--- src/design/tbt_pkg.sv ---
// Shared types and constants for the threshold bound table.
`timescale 1ns / 1ps
`default_nettype none

package tbt_pkg;

  localparam int ID_W    = 32;
  localparam int BOUND_W = 32;
  localparam int CNT_W   = 7;
  localparam int POS_W   = 6;
  localparam int REQ_W   = 2;
  localparam int STAT_W  = 2;

  localparam logic [REQ_W-1:0] REQ_ADD    = 2'd0;
  localparam logic [REQ_W-1:0] REQ_LIT    = 2'd1;
  localparam logic [REQ_W-1:0] REQ_REMOVE = 2'd2;
  localparam logic [REQ_W-1:0] REQ_NOP    = 2'd3;

  localparam logic [STAT_W-1:0] ST_OK    = 2'd0;
  localparam logic [STAT_W-1:0] ST_DUP   = 2'd1;
  localparam logic [STAT_W-1:0] ST_FULL  = 2'd2;
  localparam logic [STAT_W-1:0] ST_RANGE = 2'd3;

  typedef struct packed {
    logic [REQ_W-1:0]   req_type;
    logic [ID_W-1:0]    new_id;
    logic [BOUND_W-1:0] new_bound;
    logic [BOUND_W-1:0] lit_weight;
    logic [POS_W-1:0]   position;
  } req_t;

  typedef struct packed {
    logic [STAT_W-1:0] status;
    logic [ID_W-1:0]   out_id;
    logic              id_valid;
    logic              last;
    logic [CNT_W-1:0]  entries_used;
  } res_t;

  typedef enum logic [1:0] {
    RES_NONE,
    RES_PLAIN,
    RES_DUP,
    RES_SAT
  } res_sel_t;

  typedef struct packed {
    logic              load;
    logic              scan_en;
    logic              lit_proc;
    logic              emit_start;
    logic              sat_scan;
    logic              rem_read;
    logic              rem_write;
    logic              append;
    logic              count_keep;
    res_sel_t          res_sel;
    logic [STAT_W-1:0] res_status;
  } cmd_t;

  typedef struct packed {
    logic dv;
    logic dup_hit;
    logic tbl_done;
    logic nsat_zero;
    logic full;
    logic pos_bad;
    logic sat_last;
  } stat_t;

endpackage

`default_nettype wire

--- src/design/threshold_bound_table_core.sv ---
// Top level of the threshold bound table: sequencer plus datapath.
`timescale 1ns / 1ps
`default_nettype none

// A request is taken when start is high and busy is low. Every request gives
// one or more result beats on result, each marked by a one-cycle result_valid;
// beats of one request come on consecutive cycles and the receiver cannot stall
// them. The table is scanned through a memory with one read port (registered
// output) and one write port, one entry per cycle. An add scans the table and
// stops early when a duplicate bound is found, a true-literal scans the table
// and then streams out each entry that it satisfied, a remove moves the last
// entry into the given position unless that position is out of range, and the
// unused request type gives a single beat with no scan. A new request may
// start in the cycle in which the last beat of the previous one is shown.
module threshold_bound_table_core #(
  parameter int TABLE_DEPTH = 16
) (
  input  logic          clk,
  input  logic          rst,
  input  logic          start,
  input  tbt_pkg::req_t req,
  output logic          busy,
  output logic          result_valid,
  output tbt_pkg::res_t result
);
  import tbt_pkg::*;

  cmd_t  cmd;
  stat_t stat;

  tbt_ctrl u_ctrl (
    .clk      (clk),
    .rst      (rst),
    .start    (start),
    .req_type (req.req_type),
    .stat     (stat),
    .busy     (busy),
    .cmd      (cmd)
  );

  tbt_datapath #(
    .TABLE_DEPTH (TABLE_DEPTH)
  ) u_datapath (
    .clk          (clk),
    .rst          (rst),
    .req          (req),
    .cmd          (cmd),
    .stat         (stat),
    .result_valid (result_valid),
    .result       (result)
  );

endmodule

`default_nettype wire

--- src/design/tbt_datapath.sv ---
// Table storage, scan counters and result register for the threshold bound table.
`timescale 1ns / 1ps
`default_nettype none

module tbt_datapath #(
  parameter int TABLE_DEPTH = 16
) (
  input  logic          clk,
  input  logic          rst,
  input  tbt_pkg::req_t req,
  input  tbt_pkg::cmd_t cmd,
  output tbt_pkg::stat_t stat,
  output logic          result_valid,
  output tbt_pkg::res_t result
);
  import tbt_pkg::*;

  localparam int IDX_W = (TABLE_DEPTH > 1) ? $clog2(TABLE_DEPTH) : 1;
  localparam logic [CNT_W-1:0] DEPTH_C = CNT_W'(TABLE_DEPTH);

  logic [ID_W-1:0]    id_mem    [TABLE_DEPTH];
  logic [BOUND_W-1:0] bound_mem [TABLE_DEPTH];
  logic [ID_W-1:0]    sat_mem   [TABLE_DEPTH];

  req_t               cur;
  logic [CNT_W-1:0]   count;
  logic [CNT_W-1:0]   count_next;
  logic [CNT_W-1:0]   rd_idx;
  logic [CNT_W-1:0]   idx1;
  logic [CNT_W-1:0]   keep;
  logic [CNT_W-1:0]   nsat;
  logic [CNT_W-1:0]   last_idx;
  logic               v1;
  logic [ID_W-1:0]    rd_id;
  logic [BOUND_W-1:0] rd_bound;
  logic [ID_W-1:0]    sat_rd;

  logic               tbl_issue;
  logic               sat_issue;
  logic [IDX_W-1:0]   tbl_addr;
  logic               sat_hit;
  logic               wr_en;
  logic [IDX_W-1:0]   wr_addr;
  logic [ID_W-1:0]    wr_id;
  logic [BOUND_W-1:0] wr_bound;
  logic               sat_wr;
  res_t               res_next;

  assign last_idx  = count - CNT_W'(1);
  assign tbl_issue = (cmd.scan_en && (rd_idx < count)) || cmd.rem_read;
  assign sat_issue = cmd.sat_scan && (rd_idx < nsat);
  assign tbl_addr  = cmd.rem_read ? last_idx[IDX_W-1:0] : rd_idx[IDX_W-1:0];
  assign sat_hit   = rd_bound <= cur.lit_weight;
  assign sat_wr    = cmd.lit_proc && v1 && sat_hit;

  assign stat.dv        = v1;
  assign stat.dup_hit   = v1 && (rd_bound == cur.new_bound);
  assign stat.tbl_done  = !v1 && (rd_idx >= count);
  assign stat.nsat_zero = (nsat == '0);
  assign stat.full      = (count >= DEPTH_C);
  assign stat.pos_bad   = ({1'b0, cur.position} >= count);
  assign stat.sat_last  = ((idx1 + CNT_W'(1)) == nsat);

  always_comb begin
    wr_en    = 1'b0;
    wr_addr  = count[IDX_W-1:0];
    wr_id    = cur.new_id;
    wr_bound = cur.new_bound;
    if (cmd.append) begin
      wr_en = 1'b1;
    end else if (cmd.rem_write) begin
      wr_en    = 1'b1;
      wr_addr  = cur.position[IDX_W-1:0];
      wr_id    = rd_id;
      wr_bound = rd_bound;
    end else if (cmd.lit_proc && v1 && !sat_hit) begin
      wr_en    = 1'b1;
      wr_addr  = keep[IDX_W-1:0];
      wr_id    = rd_id;
      wr_bound = rd_bound - cur.lit_weight;
    end
  end

  always_comb begin
    if (cmd.append) begin
      count_next = count + CNT_W'(1);
    end else if (cmd.rem_write) begin
      count_next = last_idx;
    end else if (cmd.count_keep) begin
      count_next = keep;
    end else begin
      count_next = count;
    end
  end

  always_comb begin
    res_next              = '0;
    res_next.status       = cmd.res_status;
    res_next.last         = 1'b1;
    res_next.entries_used = count_next;
    unique case (cmd.res_sel)
      RES_NONE, RES_PLAIN: begin
      end
      RES_DUP: begin
        res_next.out_id   = rd_id;
        res_next.id_valid = 1'b1;
      end
      RES_SAT: begin
        res_next.out_id   = sat_rd;
        res_next.id_valid = 1'b1;
        res_next.last     = stat.sat_last;
      end
    endcase
  end

  always_ff @(posedge clk) begin
    if (rst) begin
      count        <= '0;
      v1           <= 1'b0;
      rd_idx       <= '0;
      keep         <= '0;
      nsat         <= '0;
      result_valid <= 1'b0;
    end else begin
      count        <= count_next;
      result_valid <= (cmd.res_sel != RES_NONE);
      if (cmd.load || cmd.emit_start) begin
        v1     <= 1'b0;
        rd_idx <= '0;
      end else begin
        v1 <= tbl_issue || sat_issue;
        if ((tbl_issue && !cmd.rem_read) || sat_issue) begin
          rd_idx <= rd_idx + CNT_W'(1);
        end
      end
      if (cmd.load) begin
        keep <= '0;
        nsat <= '0;
      end else if (cmd.lit_proc && v1) begin
        if (sat_hit) begin
          nsat <= nsat + CNT_W'(1);
        end else begin
          keep <= keep + CNT_W'(1);
        end
      end
    end
  end

  always_ff @(posedge clk) begin
    if (cmd.load) begin
      cur <= req;
    end
    idx1   <= rd_idx;
    result <= res_next;
    if (tbl_issue) begin
      rd_id    <= id_mem[tbl_addr];
      rd_bound <= bound_mem[tbl_addr];
    end
    if (sat_issue) begin
      sat_rd <= sat_mem[rd_idx[IDX_W-1:0]];
    end
    if (wr_en) begin
      id_mem[wr_addr]    <= wr_id;
      bound_mem[wr_addr] <= wr_bound;
    end
    if (sat_wr) begin
      sat_mem[nsat[IDX_W-1:0]] <= rd_id;
    end
  end

  a_count_range: assert property (@(posedge clk) disable iff (rst)
    count <= DEPTH_C)
    else $error("entry count above table depth");

  a_id_clear: assert property (@(posedge clk) disable iff (rst)
    result_valid && !result.id_valid |-> result.out_id == '0)
    else $error("out_id not cleared on a beat without id");

  a_compact_order: assert property (@(posedge clk) disable iff (rst)
    cmd.lit_proc && v1 |-> keep <= idx1)
    else $error("compaction write passed the read pointer");

endmodule

`default_nettype wire

--- src/design/tbt_ctrl.sv ---
// Request sequencer for the threshold bound table.
`timescale 1ns / 1ps
`default_nettype none

module tbt_ctrl (
  input  logic                        clk,
  input  logic                        rst,
  input  logic                        start,
  input  logic [tbt_pkg::REQ_W-1:0]   req_type,
  input  tbt_pkg::stat_t              stat,
  output logic                        busy,
  output tbt_pkg::cmd_t               cmd
);
  import tbt_pkg::*;

  typedef enum logic [2:0] {
    S_IDLE,
    S_ADD_SCAN,
    S_LIT_SCAN,
    S_LIT_EMIT,
    S_REM_READ,
    S_REM_WRITE
  } state_t;

  state_t state;
  state_t state_next;

  always_comb begin
    cmd        = '0;
    cmd.res_sel    = RES_NONE;
    cmd.res_status = ST_OK;
    state_next = state;
    unique case (state)
      S_IDLE: begin
        if (start) begin
          cmd.load = 1'b1;
          unique case (req_type)
            REQ_ADD:    state_next = S_ADD_SCAN;
            REQ_LIT:    state_next = S_LIT_SCAN;
            REQ_REMOVE: state_next = S_REM_READ;
            REQ_NOP:    cmd.res_sel = RES_PLAIN;
          endcase
        end
      end
      S_ADD_SCAN: begin
        cmd.scan_en = 1'b1;
        if (stat.dup_hit) begin
          cmd.res_sel    = RES_DUP;
          cmd.res_status = ST_DUP;
          state_next     = S_IDLE;
        end else if (stat.tbl_done) begin
          cmd.res_sel = RES_PLAIN;
          state_next  = S_IDLE;
          if (stat.full) begin
            cmd.res_status = ST_FULL;
          end else begin
            cmd.append = 1'b1;
          end
        end
      end
      S_LIT_SCAN: begin
        cmd.scan_en  = 1'b1;
        cmd.lit_proc = 1'b1;
        if (stat.tbl_done) begin
          cmd.count_keep = 1'b1;
          cmd.emit_start = 1'b1;
          if (stat.nsat_zero) begin
            cmd.res_sel = RES_PLAIN;
            state_next  = S_IDLE;
          end else begin
            state_next = S_LIT_EMIT;
          end
        end
      end
      S_LIT_EMIT: begin
        cmd.sat_scan = 1'b1;
        if (stat.dv) begin
          cmd.res_sel = RES_SAT;
          if (stat.sat_last) begin
            state_next = S_IDLE;
          end
        end
      end
      S_REM_READ: begin
        if (stat.pos_bad) begin
          cmd.res_sel    = RES_PLAIN;
          cmd.res_status = ST_RANGE;
          state_next     = S_IDLE;
        end else begin
          cmd.rem_read = 1'b1;
          state_next   = S_REM_WRITE;
        end
      end
      S_REM_WRITE: begin
        cmd.rem_write = 1'b1;
        cmd.res_sel   = RES_PLAIN;
        state_next    = S_IDLE;
      end
      default: begin
        state_next = S_IDLE;
      end
    endcase
  end

  always_ff @(posedge clk) begin
    if (rst) begin
      state <= S_IDLE;
      busy  <= 1'b0;
    end else begin
      state <= state_next;
      busy  <= (state_next != S_IDLE);
    end
  end

  a_busy_state: assert property (@(posedge clk) disable iff (rst)
    busy == (state != S_IDLE))
    else $error("busy out of step with sequencer state");

  a_no_append_full: assert property (@(posedge clk) disable iff (rst)
    cmd.append |-> !stat.full)
    else $error("append issued to a full table");

  a_emit_ends: assert property (@(posedge clk) disable iff (rst)
    state == S_LIT_EMIT && stat.dv && stat.sat_last |=> state == S_IDLE)
    else $error("emit phase did not end after the last beat");

endmodule

`default_nettype wire
--- config.mk ---
export PLATFORM = sky130hd
export DESIGN_NAME = threshold_bound_table_core
export DESIGN_NICKNAME = d
export VERILOG_FILES = /design/src/design/tbt_pkg.sv /design/src/design/threshold_bound_table_core.sv /design/src/design/tbt_datapath.sv /design/src/design/tbt_ctrl.sv
export SDC_FILE = /design/constraint.sdc
export NUM_CORES = 2
export LEC_CHECK = 0
export BUFFER_PORTS_ARGS = -buffer_cell sky130_fd_sc_hd__buf_2
export CORE_AREA = 2 2 382 384
export CTS_CLUSTER_SIZE = 28
export DETAILED_ROUTE_END_ITERATION = 16
export DIE_AREA = 0 0 384 386
export GPL_TIMING_DRIVEN = 0
export PLACE_DENSITY = 0.66
export SLEW_MARGIN = 30
export SYNTH_ARGS = -nofsm -noshare
export SYNTH_HDL_FRONTEND = slang
export SYNTH_HIERARCHICAL = 1
export SYNTH_SLANG_ARGS = --single-unit
--- constraint.sdc ---
create_clock -name clk -period 18.5 [get_ports clk]
set_input_delay 3.7 -clock clk [delete_from_list [all_inputs] [get_ports clk]]
set_output_delay 3.7 -clock clk [all_outputs]
set_load 0.1 [all_outputs]
==> out/qor.log <==
INFO  outcome        run_status=completed
INFO  detailed_routing route.detailed.drc=0
INFO  timing         slew_viol_final=0
INFO  clocking       tritoncts.num_buffers=180
INFO  yosys          synthesis.area=71600um^2
INFO  worst_setup_path r2r-start=u_datapath/count[2]
INFO  die            core_region_area=145000um^2
INFO  detailed_routing wl=176000um
INFO  global_route   grt_pass1_vias=37300
INFO  global_route   grt_remaining_overflow=0
INFO  job            cap_viol_max_count=0
INFO  die            placement_rows=140
INFO  cells_and_area multi_input_comb_area=17300um^2
INFO  detailed_routing drt_pass1_iterations=5
INFO  min_path       whs_path_depth=0
INFO  die            chipHeight=386um
INFO  worst_setup_path setup.worst_path.class=register to register
INFO  worst_setup_path critical_path.reg2reg.endpoint=u_datapath/rd_bound[2]
INFO  clocking       clk_latency=0.84ns
INFO  pwr            finalPower=8.57mW
INFO  die            io_pins=152
INFO  worst_setup_path r2r.worst_path.cells=19
INFO  yosys          async_reset_ff_share=0%
INFO  cells_and_area area_delta_synth_final=17.2%
INFO  detailed_routing via_count=36700
INFO  yosys          synth_enable_flop_cells=1734
INFO  pwr            switching_power=1.81mW
INFO  cells_and_area final.fill_count=10500
INFO  clocking       path_clk_slew=0.06ns
INFO  global_route   grt_pass1_wl=255000um
INFO  worst_setup_path critical_path_buf_inv_count=6
INFO  place          dp_hpwl=119000um
INFO  place          port-buffer-count=151
INFO  detailed_routing wl_per_cell=28.7um
INFO  yosys          netlist-cell-type-count=82
INFO  clocking       root_buffer=clkbuf_16
INFO  worst_setup_path peak_per_stage_delay_on_the_critical_path=0.79ns
INFO  pwr            power.density=102nW/um^2
INFO  clocking       cts_htree_levels=4
INFO  global_route   global_route.usage.total=24.0%
INFO  die            die_w=384um
INFO  clocking       cts_setup_buffers=0
INFO  yosys          avgSynthCellArea=19.9um^2
INFO  global_route   antenna_found_initial=5
INFO  pwr            netSwitchingFraction=21.1%
INFO  die            floorplan.initialDensity=49.6%
INFO  detailed_routing drt_iter0_markers=4018
INFO  min_path       whs_endpoint=u_datapath/idx1[0]
INFO  detailed_routing antenna_viol_nets_final=0
INFO  yosys          synth-warning-count=6
INFO  timing         hold_viol=0
INFO  cells_and_area final_util=58.1%
INFO  pwr            power_frac_seq=53.5%
INFO  pwr            cellInternalPower=6.76mW
INFO  worst_setup_path reg2reg_setup_slack=11.26ns
INFO  clocking       clock_path_buffers=3
INFO  timing         worst_hold_slack=0.384ns
INFO  min_path       worst_hold_path_type=register to register
INFO  pwr            power_frac_clock=42.2%
INFO  timing         max_freq=0.138GHz
INFO  cells_and_area finalInstanceArea=83900um^2
INFO  timing         fin_setup_tns=0ns
INFO  timing         final.period_utilization=39.2%
INFO  global_route   maximum_number_of_pins_on_one_net_before_global_route_repair=37
INFO  worst_setup_path critical_path_arrival=7.75ns
INFO  worst_setup_path crit_chain=clkbuf_1 -> inv_1 -> ha_1 -> a21oi_1 -> nor2b_1 -> o21ai_0 -> nand2b_1 -> a21oi_1 -> nor2_1 -> nor4b_1 -> clkbuf_1 -> nor2_1 -> a21oi_1 -> clkbuf_1 -> clkbuf_1 -> clkbuf_1 -> mux4_2 -> mux2i_1 -> a21oi_1
INFO  cells_and_area num-nets-final=4237
INFO  timing         grt_setup_unrepaired=no
INFO  clocking       tritoncts=yes
INFO  worst_setup_path timing.critical_path.required=19.01ns
INFO  pwr            leakage=26.9nW
INFO  place          post_dp_cell_area=78100um^2
INFO  cells_and_area drive_gt1_share=26.2%
INFO  clocking       cts_resized=0
INFO  worst_setup_path crit_path_top_delay_cell=clkbuf_1
INFO  timing         max-slew-margin-rel=33.3%
INFO  yosys          ys_seq_area_share=75.0%
INFO  clocking       numClockSinks=1818
INFO  worst_setup_path cpLargestDelayFamily=buffers and inverters
INFO  detailed_routing viasPerCell=6.00
INFO  min_path       holdCritStartpoint=u_datapath/rd_idx[0]
INFO  pwr            ir_drop=0.103mV
INFO  worst_setup_path critPathMaxFanout=10
INFO  worst_setup_path critical_path.most_common_cell=clkbuf_1
INFO  cells_and_area layout_commonest_cell=edfxtp_1
INFO  worst_setup_path worst_setup_path_start_kind=register
INFO  cells_and_area ff_latch_area=53800um^2
INFO  timing         worst_pin_slew=1.00ns
INFO  timing         finalCriticalPeriod=7.24ns
INFO  worst_setup_path endpoint_kind=register
INFO  yosys          ys_seq_elements=1818
INFO  clocking       hold_buffers=0
INFO  yosys          synth_flop_cell=edfxtp_1
INFO  yosys          syn-num-nets=3770
INFO  place          gp_congestion=0.884
INFO  timing         clock_skew=0.0429ns
INFO  timing         setup_viol=0
INFO  yosys          postSynthCellCount=3601
INFO  pwr            p_comb_share=4.2%
INFO  cells_and_area final_cell_mix=edfxtp_1, mux4_2, buf_2
INFO  die            dieArea=148000um^2
-- metrics by stage --
| step | setup WS (ns) | instances |
|---|---|---|
| 2_1_floorplan | 7.02 | 3601 |
| 3_3_place_gp | 1.49 | 5669 |
| 3_5_place_dp | 10.90 | 5802 |
| 4_1_cts | 10.87 | 6124 |
| 5_1_grt | 10.80 | 6125 |
| 6_report | 11.26 | 6127 |
-- power by group through the flow --
stage          Combinational (mW)  Clock [mW]  Sequential [mW]
5_1_grt                     0.390        3.83             4.59
3_3_place_gp                0.335           0             4.68
2_1_floorplan               0.216           0             4.67
6_report                    0.363        3.62             4.59
4_1_cts                     0.363        3.68             4.59
3_5_place_dp                0.361           0             4.67
-- layout make-up --
type	count	area share, %
timing repair buffer	285	4.37
inverter	64	0.286
clock inverter	84	1.20
tap	1917	2.86
multi-input combinational	1537	20.6
sequential	1818	64.0
antenna	2	0.00596
clock buffer	238	5.73
buffer	182	0.961
-- flip-flops by register name, summed over array words and instances, names as in the netlist, 32 cells and up --
| name | cells |
|---|---|
| u_datapath/bound_mem | 512 |
| u_datapath/cur | 102 |
| u_datapath/id_mem | 512 |
| u_datapath/rd_bound | 32 |
| u_datapath/rd_id | 32 |
| u_datapath/result | 43 |
| u_datapath/sat_mem | 512 |
| u_datapath/sat_rd | 32 |
-- cells in the mapped netlist (13+ instances only) --
library cell | n | area, um^2
edfxtp_1 | 1734 | 52100
mux4_2 | 416 | 9370
nand2_1 | 170 | 638
a21oi_1 | 130 | 651
nor2b_1 | 110 | 688
clkbuf_1 | 109 | 409
mux2i_1 | 101 | 1010
nor2_1 | 98 | 368
dfxtp_1 | 84 | 1680
a211oi_1 | 69 | 518
xnor2_1 | 68 | 596
inv_1 | 63 | 236
ha_1 | 61 | 763
o22ai_1 | 43 | 269
buf_1 | 35 | 131
buf_2 | 30 | 150
o21ai_0 | 30 | 150
xor2_1 | 30 | 263
nand4_1 | 24 | 150
nand3_1 | 17 | 85.1
a21o_1 | 15 | 113
nor3_1 | 14 | 70.1
a31oi_1 | 13 | 81.3
-- per-layer routing --
metal | global-route usage (%) | wire (um) | up-vias
li1 | - | - | 15600
met1 | 31.5 | 69400 | 19400
met2 | 40.5 | 89000 | 1422
met3 | 4.31 | 12000 | 301
met4 | 8.19 | 5320 | 0
met5 | 0.390 | 0 | -
-- worst max-delay path by stage --
stage | from | to | slack, ns | cells after the start
after floorplan | start | u_datapath/result[10] | 7.02 | 7
after global placement | start | u_datapath/result[33] | 1.49 | 8
after detailed placement | u_datapath/rd_idx[0] | u_datapath/id_mem[2][20] | 10.90 | 18
after CTS | u_datapath/rd_idx[0] | u_datapath/id_mem[2][18] | 10.87 | 18
after global routing | u_datapath/count[2] | u_datapath/rd_bound[2] | 10.80 | 19
final | u_datapath/count[2] | u_datapath/rd_bound[2] | 11.26 | 19
-- cell families after synthesis --
kind of cell | Yosys count | synth area share (%)
fa+ha+maj | 62 | 1.09
compound gates | 366 | 3.29
simple gates | 493 | 3.45
flops | 1818 | 75.0
buf+inv | 246 | 1.41
mux | 518 | 14.5
xor+xnor | 98 | 1.20
No activity file was read; power rests on OpenSTA's default activity.
